### src/sv/pcg32_pkg.sv
// Shared types, constants and output permutation for the PCG32 generator.
// No dependencies; used by pcg32_ctrl, pcg32_dp and the top level.
`default_nettype none

package pcg32_pkg;

    localparam int STATE_W = 64;
    localparam int HALF_W  = 32;
    localparam int VALUE_W = 32;
    localparam int CNT_W   = 6;

    localparam logic [STATE_W-1:0] PCG_MULT = 64'd6364136223846793005;
    localparam logic [STATE_W-1:0] PCG_INC  = 64'd1442695040888963407;
    localparam logic [STATE_W-1:0] PCG_INIT = 64'hcafef00dd15ea5e5;

    // Configuration register indexes
    localparam logic CFG_VARIANT = 1'b0;
    localparam logic CFG_SEED    = 1'b1;

    // Divider step count (one quotient bit per cycle)
    localparam logic [CNT_W-1:0] DIV_STEPS = CNT_W'(VALUE_W);

    typedef struct packed {
        logic load_item;   // capture bound, draw; start divider
        logic mul_lo;      // low x low partial product
        logic mul_x1;      // high x low cross term
        logic mul_x2;      // low x high cross term
        logic mul_sum;     // fold last cross term
        logic state_upd;   // write back new state
        logic load_out;    // fill output register
    } pcg_cmd_t;

    typedef struct packed {
        logic seed_write;
        logic div_done;
        logic out_free;
    } pcg_status_t;

    // Output permutation applied to the state before it advances.
    function automatic logic [VALUE_W-1:0] pcg_draw(input logic [STATE_W-1:0] s,
                                                    input logic variant);
        logic [STATE_W-1:0] t;
        logic [5:0]         sh;
        logic [4:0]         rot;
        logic [VALUE_W-1:0] x;
        logic [STATE_W-1:0] shifted;
        if (variant)
        begin
            rot = s[63:59];
            t   = s ^ (s >> 18);
            x   = t[58:27];
            pcg_draw = (x >> rot) | (x << ((6'd32 - {1'b0, rot}) & 6'd31));
        end
        else
        begin
            sh      = 6'd22 + {3'b000, s[63:61]};
            t       = s ^ (s >> 22);
            shifted = t >> sh;
            pcg_draw = shifted[VALUE_W-1:0];
        end
    endfunction

endpackage

`default_nettype wire

### src/sv/pcg32_ctrl.sv
// Sequencer for the PCG32 generator: accept or reseed, split multiply, wait on divider, output.
// Depends on pcg32_pkg.
`default_nettype none

module pcg32_ctrl
    import pcg32_pkg::*;
(
    input  wire         clk,
    input  wire         rst_n,
    input  wire         in_valid,
    output logic        in_ready,
    input  pcg_status_t status,
    output pcg_cmd_t    cmd
);

    typedef enum logic [7:0] {
        S_IDLE     = 8'b0000_0001,
        S_MUL_LO   = 8'b0000_0010,
        S_MUL_X1   = 8'b0000_0100,
        S_MUL_X2   = 8'b0000_1000,
        S_MUL_SUM  = 8'b0001_0000,
        S_UPD      = 8'b0010_0000,
        S_DIV_WAIT = 8'b0100_0000,
        S_RESULT   = 8'b1000_0000
    } ctrl_state_t;

    ctrl_state_t state_reg, state_next;
    logic        seeding_reg, seeding_next;

    always_comb
    begin
        state_next   = state_reg;
        seeding_next = seeding_reg;
        cmd          = '0;
        in_ready     = 1'b0;
        case (state_reg)
            S_IDLE:
            begin
                in_ready = !status.seed_write;
                if (status.seed_write)
                begin
                    seeding_next = 1'b1;
                    state_next   = S_MUL_LO;
                end
                else if (in_valid)
                begin
                    cmd.load_item = 1'b1;
                    seeding_next  = 1'b0;
                    state_next    = S_MUL_LO;
                end
            end
            S_MUL_LO:
            begin
                cmd.mul_lo = 1'b1;
                state_next = S_MUL_X1;
            end
            S_MUL_X1:
            begin
                cmd.mul_x1 = 1'b1;
                state_next = S_MUL_X2;
            end
            S_MUL_X2:
            begin
                cmd.mul_x2 = 1'b1;
                state_next = S_MUL_SUM;
            end
            S_MUL_SUM:
            begin
                cmd.mul_sum = 1'b1;
                state_next  = S_UPD;
            end
            S_UPD:
            begin
                cmd.state_upd = 1'b1;
                state_next    = seeding_reg ? S_IDLE : S_DIV_WAIT;
            end
            S_DIV_WAIT:
            begin
                if (status.div_done)
                    state_next = S_RESULT;
            end
            S_RESULT:
            begin
                if (status.out_free)
                begin
                    cmd.load_out = 1'b1;
                    state_next   = S_IDLE;
                end
            end
            default:
            begin
                state_next = S_IDLE;
            end
        endcase
    end

    always_ff @(posedge clk or negedge rst_n)
    begin
        if (!rst_n)
        begin
            state_reg   <= S_IDLE;
            seeding_reg <= 1'b0;
        end
        else
        begin
            state_reg   <= state_next;
            seeding_reg <= seeding_next;
        end
    end

endmodule

`default_nettype wire

### src/sv/pcg32_dp.sv
// Datapath for the PCG32 generator: state, shared 32x32 multiplier, restoring
// remainder unit, config registers and output register. Depends on pcg32_pkg.
`default_nettype none

module pcg32_dp
    import pcg32_pkg::*;
(
    input  wire                clk,
    input  wire                rst_n,
    input  wire                cfg_write_en,
    input  wire                cfg_index,
    input  wire  [STATE_W-1:0] cfg_data,
    input  wire  [VALUE_W-1:0] bound,
    input  wire                out_ready,
    output logic               out_valid,
    output logic [VALUE_W-1:0] random_value,
    input  pcg_cmd_t           cmd,
    output pcg_status_t        status
);

    logic [STATE_W-1:0] gen_state_reg;
    logic               variant_reg;
    logic [STATE_W-1:0] prod_reg;
    logic [STATE_W-1:0] acc_reg;
    logic [VALUE_W-1:0] bound_reg;
    logic [VALUE_W-1:0] draw_reg;
    logic [VALUE_W-1:0] rem_reg;
    logic [VALUE_W-1:0] dividend_reg;
    logic [CNT_W-1:0]   div_cnt_reg;
    logic               out_valid_reg;
    logic [VALUE_W-1:0] out_value_reg;

    logic               seed_write;
    logic [HALF_W-1:0]  mul_a, mul_b;
    logic [VALUE_W:0]   trial;
    logic               trial_ge;

    assign seed_write = cfg_write_en && (cfg_index == CFG_SEED);

    // Operand select for the shared multiplier
    always_comb
    begin
        mul_a = gen_state_reg[HALF_W-1:0];
        mul_b = PCG_MULT[HALF_W-1:0];
        if (cmd.mul_x1)
            mul_a = gen_state_reg[STATE_W-1:HALF_W];
        if (cmd.mul_x2)
            mul_b = PCG_MULT[STATE_W-1:HALF_W];
    end

    assign trial    = {rem_reg, dividend_reg[VALUE_W-1]};
    assign trial_ge = trial >= {1'b0, bound_reg};

    // Configuration and generator state
    always_ff @(posedge clk or negedge rst_n)
    begin
        if (!rst_n)
        begin
            gen_state_reg <= PCG_INIT;
            variant_reg   <= 1'b0;
        end
        else
        begin
            if (cfg_write_en && (cfg_index == CFG_VARIANT))
                variant_reg <= cfg_data[0];
            if (seed_write)
                gen_state_reg <= {cfg_data[STATE_W-2:0], 1'b1};
            else if (cmd.state_upd)
                gen_state_reg <= acc_reg + (variant_reg ? PCG_INC : '0);
        end
    end

    // Multiply: low 64 bits of state * multiplier from three partial products
    always_ff @(posedge clk)
    begin
        if (cmd.mul_lo || cmd.mul_x1 || cmd.mul_x2)
            prod_reg <= STATE_W'(mul_a) * STATE_W'(mul_b);
        if (cmd.mul_x1)
            acc_reg <= prod_reg;
        else if (cmd.mul_x2 || cmd.mul_sum)
            acc_reg[STATE_W-1:HALF_W] <= acc_reg[STATE_W-1:HALF_W] + prod_reg[HALF_W-1:0];
    end

    // Item capture and restoring remainder, one bit per cycle
    always_ff @(posedge clk)
    begin
        if (cmd.load_item)
        begin
            bound_reg    <= bound;
            draw_reg     <= pcg_draw(gen_state_reg, variant_reg);
            dividend_reg <= pcg_draw(gen_state_reg, variant_reg);
            rem_reg      <= '0;
        end
        else if (div_cnt_reg != DIV_STEPS)
        begin
            rem_reg      <= trial_ge ? VALUE_W'(trial - {1'b0, bound_reg})
                                     : trial[VALUE_W-1:0];
            dividend_reg <= {dividend_reg[VALUE_W-2:0], 1'b0};
        end
    end

    always_ff @(posedge clk or negedge rst_n)
    begin
        if (!rst_n)
            div_cnt_reg <= DIV_STEPS;
        else if (cmd.load_item)
            div_cnt_reg <= '0;
        else if (div_cnt_reg != DIV_STEPS)
            div_cnt_reg <= div_cnt_reg + 1'b1;
    end

    // Output register
    always_ff @(posedge clk or negedge rst_n)
    begin
        if (!rst_n)
            out_valid_reg <= 1'b0;
        else if (cmd.load_out)
            out_valid_reg <= 1'b1;
        else if (out_ready)
            out_valid_reg <= 1'b0;
    end

    always_ff @(posedge clk)
    begin
        if (cmd.load_out)
            out_value_reg <= (bound_reg == '0) ? draw_reg : rem_reg;
    end

    assign out_valid    = out_valid_reg;
    assign random_value = out_value_reg;

    assign status.seed_write = seed_write;
    assign status.div_done   = (div_cnt_reg == DIV_STEPS);
    assign status.out_free   = !out_valid_reg || out_ready;

endmodule

`default_nettype wire

### src/sv/pcg32_random_generator.sv
// Top level of the PCG32 random generator: sequencer plus datapath.
// Depends on pcg32_pkg, pcg32_ctrl and pcg32_dp.
//
// Usage:
//   Input channel (in_valid/in_ready/bound): one transfer requests one value.
//   Output channel (out_valid/out_ready/random_value): one transfer per request,
//   in request order. random_value is the draw modulo bound, or the raw draw
//   when bound is zero.
//   Config port: cfg_write_en with cfg_index 0 sets the variant (0 = MCG with
//   shift output, 1 = LCG with XSH-RR); index 1 reseeds the state to
//   2*seed+1 and advances it once (in_ready low meanwhile).
//   Write config only while the block is idle.
// Sequence:
//   Items are handled one at a time; throughput is set by the one-bit-per-cycle
//   remainder unit (32 steps). The 64-bit state multiply runs on one shared
//   32x32 multiplier (low product, two cross terms, fold, then write-back),
//   overlapped with the remainder. in_ready returns the cycle after the result
//   enters the output register.
// Reset: state = 0xcafef00dd15ea5e5, variant 0, no result pending.
// Stall: the result waits in the output register; a finished item holds in
//   its result state until that register is free, so nothing is dropped.
`default_nettype none

module pcg32_random_generator
    import pcg32_pkg::*;
(
    input  wire                clk,
    input  wire                rst_n,
    // configuration write port
    input  wire                cfg_write_en,
    input  wire                cfg_index,
    input  wire  [STATE_W-1:0] cfg_data,
    // request channel
    input  wire                in_valid,
    output logic               in_ready,
    input  wire  [VALUE_W-1:0] bound,
    // result channel
    output logic               out_valid,
    input  wire                out_ready,
    output logic [VALUE_W-1:0] random_value
);

    pcg_cmd_t    cmd;
    pcg_status_t status;

    pcg32_ctrl u_ctrl (
        .clk      (clk),
        .rst_n    (rst_n),
        .in_valid (in_valid),
        .in_ready (in_ready),
        .status   (status),
        .cmd      (cmd)
    );

    pcg32_dp u_dp (
        .clk          (clk),
        .rst_n        (rst_n),
        .cfg_write_en (cfg_write_en),
        .cfg_index    (cfg_index),
        .cfg_data     (cfg_data),
        .bound        (bound),
        .out_ready    (out_ready),
        .out_valid    (out_valid),
        .random_value (random_value),
        .cmd          (cmd),
        .status       (status)
    );

endmodule

`default_nettype wire

### config.mk
export PLATFORM = sky130hd
export DESIGN_NAME = pcg32_random_generator
export DESIGN_NICKNAME = d
export VERILOG_FILES = /design/src/sv/pcg32_pkg.sv /design/src/sv/pcg32_ctrl.sv /design/src/sv/pcg32_dp.sv /design/src/sv/pcg32_random_generator.sv
export SDC_FILE = /design/constraint.sdc
export NUM_CORES = 2
export LEC_CHECK = 0
export BUFFER_PORTS_ARGS = -buffer_cell sky130_fd_sc_hd__buf_2
export CORE_MARGIN = 4
export CORE_UTILIZATION = 50
export CTS_CLUSTER_SIZE = 16
export DETAILED_ROUTE_END_ITERATION = 6
export PLACE_DENSITY_LB_ADDON = 0.1
export SYNTH_ARGS = -nofsm -noshare
export SYNTH_HDL_FRONTEND = slang
export SYNTH_HIERARCHICAL = 1
export SYNTH_SLANG_ARGS = --single-unit
### constraint.sdc
create_clock -name clk -period 11.6 [get_ports clk]
set_input_delay 1.74 -clock clk [delete_from_list [all_inputs] [get_ports clk]]
set_output_delay 1.74 -clock clk [all_outputs]
set_load 0.05 [all_outputs]
==> summary.md <==
| Metric | Value |
|---|---|
| Crit share post-route | `93.51%` |
| Worst-case hold slack | `516.6 ps` |
| Cell row count | `112` |
| Worst Hold Launch | `u_dp/rem_reg[16]` |
| R2R cell count | `26` |
| H-tree depth | `2` |
| CP Capture Type | `flip-flop` |
| Final wirelength | `149.1 mm` |
| Vias in the first global route | `36680` |
| Netlist cell types | `95` |
| WP data arrival | `between 10000 and 15000 ps` |
| Status | `complete, no violations` |
| Max-slew headroom | `12.93%` |
| Fmax | `92.19 MHz` |
| Die width | `~320 um` |
| DR WL/cell | `23.46 um` |
| R2r setup slk | `750 ps` |
| Share of the synthesized area in the top cell type | `approximately 22%` |
| DRT iter0 DRCs | `approximately 3400` |
| Post-CTS Resized | `0` |
| Vias | `36590` |
| CORE AREA | `93610 sq um` |
| CP Data Required Time | `11910 ps` |
| Pre-Repair DR Iteration Count | `6` |
| Min Tclk post-route | `10850 ps` |
| Top post-synthesis cells by area | `fa_1 22%, edfxtp_1 16%, ha_1 13%, inv_1 6.4%, a21oi_1 3.1%` |
| Post-Syn Area | `47330 sq um` |
| CTS root buf | `clkbuf_16` |
| Clk sinks | `368` |
| Layout cells sized above 1 | `9.845%` |
| Post-synthesis cell count | `4979` |
| Hold bufs inserted after CTS | `0` |
| CTS tree | `yes` |
| Post-Route Skew | `24.06 ps` |
| Worst hold path class | `flip-flop to flip-flop` |
| DRC | `0` |
| # nets final | `6211` |
| Crit path max-delay family | `adder cells` |
| Most frequent CP cell | `fa_1` |
| Area Overhead vs Synth | `7.566%` |
| Worst path depth | `26` |
| Asr flop ratio synth | `22.01%` |
| Max Root-Sink Buffers | `3` |
| CP Class | `flip-flop to flip-flop` |
| Average footprint of a synthesized cell | `9.506 sq um` |
| CP max stage delay | `1020 ps` |
| I/O Buffers | `134` |
| Top-level port count | `around 140` |
| Setup violations, final | `0` |
| Max cap viols | `0` |
| Clk slew on worst S/H paths | `60 ps` |
| Sequential fraction of the synthesis area | `21.92%` |
| DR vias/cell | `5.758` |
| Setup repair after global routing missed its margin | `false` |
| #FFs+latches synth | `368` |
| GRT Total Usage | `29.89%` |
| CP Launch Type | `flip-flop` |
| Largest net degree at the start of global routing | `90` |
| Routability Congestion | `0.9669` |
| R2r startpoint | `u_ctrl/state_reg[1]` |
| Post-synth EDFFs | `about 260` |
| Hold depth | `2` |
| Grt total ovfl | `0` |
| Primary FF master, synth | `edfxtp_1` |
| Synth top cells by count | `801 x inv_1, 530 x fa_1, 510 x ha_1` |
| WP buf/inv | `3` |
| Initial antenna violation count | `2` |
| CP max-delay cell | `mux2i_1` |
| Clock Latency Late Sink | `580 ps` |
| Hold path endpoint | `u_dp/rem_reg[16]` |
| DP Wirelength | `120.6 mm` |
| Worst-path fanout max | `21` |
| TritonCTS Buffers | `39` |
| Worst slew pin tran | `1270 ps` |
| Synth area leader | `fa_1` |
| Die footprint | `99640 sq um` |
| Initial Util | `50.56%` |
| Post-route ant nets | `0` |
| Die Ht | `315.7 um` |
| Setup Buffers After CTS | `0` |
| Fin. Hold Viols | `0` |
| Synth warn | `6` |
| Most frequent cell after synthesis | `inv_1` |
| Setup TNS | `0 ps` |
| R2R Path End | `u_dp/prod_reg[56]` |
| Pins over their slew limit | `0` |
| First-pass GRT wire length | `224.3 mm` |
==> logic make-up (layout without fill, tap and decap cells) <==
group	count (synthesis)	count (layout)	share of synthesized area [%]
adder cells (fa/ha/maj)	1040	1040	35.90
other	2	33	0.01587
AO/OA/AOI/OAI	984	984	13.04
XOR/XNOR	238	238	4.404
buffers and inverters	1021	1112	8.227
flip-flops	368	368	21.92
multiplexers	252	252	6.176
AND/OR/NAND/NOR	1074	1074	10.32
==> worst max path at each step <==
| stage | from | end | slack [ps] |
|---|---|---|---|
| after floorplan | u_ctrl/state_reg[1] | u_dp/prod_reg[61] | 470 |
| after global placement | u_ctrl/state_reg[1] | u_dp/prod_reg[56] | 940 |
| after detailed placement | u_ctrl/state_reg[1] | u_dp/prod_reg[56] | 950 |
| after CTS | u_ctrl/state_reg[1] | u_dp/prod_reg[56] | 930 |
| after global routing | u_ctrl/state_reg[1] | u_dp/prod_reg[56] | 500 |
| final | u_ctrl/state_reg[1] | u_dp/prod_reg[56] | 750 |
==> worst register-to-register path, cell delays in order, from the launching register on <==
cell and delay, ps:
dfrtp_1 490, nor4_2 420, nand2_1 260, nor2_4 790
buf_4 320, mux2i_1 1030, inv_1 710, ha_1 410
nor2_1 160, fa_1 480, fa_1 470, fa_1 550
inv_1 60, fa_1 550, fa_1 430, fa_1 520
fa_1 410, ha_1 370, a21oi_1 220, o21ai_0 150
a211oi_1 290, o211ai_1 140, a21boi_0 140, a31oi_1 340
o21a_1 310, o21ai_0 210, o311a_1 380
==> through the flow <==
stage | util, % | std cells | setup slack, ps | instance area [sq um]
after floorplan | - | 5008 | 467.4 | 47440
after global placement | 53.02 | 6282 | 944.6 | 49640
after detailed placement | 53.02 | 6282 | 951.7 | 49640
after CTS | 54.38 | 6353 | 930.3 | 50900
after global routing | 54.38 | 6353 | 500.4 | 50900
final | 54.38 | 6355 | 753.0 | 50910
==> cell usage in the layout (no fill, tap or decap), types with 34 or more instances in the layout <==
cell type / instances
inv_1: 801
fa_1: 530
ha_1: 510
nand2_1: 353
nor2_1: 349
a21oi_1: 293
edfxtp_1: 255
o21ai_0: 254
xnor2_1: 137
buf_2: 133
mux2i_1: 132
xor2_1: 98
buf_4: 94
mux2_2: 90
a21o_1: 85
a211oi_1: 63
nand3_1: 63
nor3_1: 58
nor2b_1: 42
and2_1: 41
dfrtp_1: 41
clkbuf_16: 40
dfstp_2: 38
nand4_1: 38
and3_1: 36
a31oi_1: 34
==> metal layers <==
layer	global-route usage (%)	up-vias	wire length, um
li1	-	17000	-
met1	39.85	18040	62430
met2	50.26	1275	71340
met3	3.349	284	8704
met4	11.70	0	6641
met5	0	-	0
==> area by class of cell <==
class / count / area [sq um]
inverters: 813 / 3053
clock buffers: 48 / 1041
clock inverters: 23 / 226.5
repair buffers: 228 / 1391
fillers: 8669 / 42700
diodes: 2 / 5.005
flip-flops and latches: 368 / 10380
well taps: 1254 / 1569
multi-input cells: 3619 / 33250
Power is not shown: default switching activity piles up to over one toggle a cycle in this logic, so the estimate is an artifact.
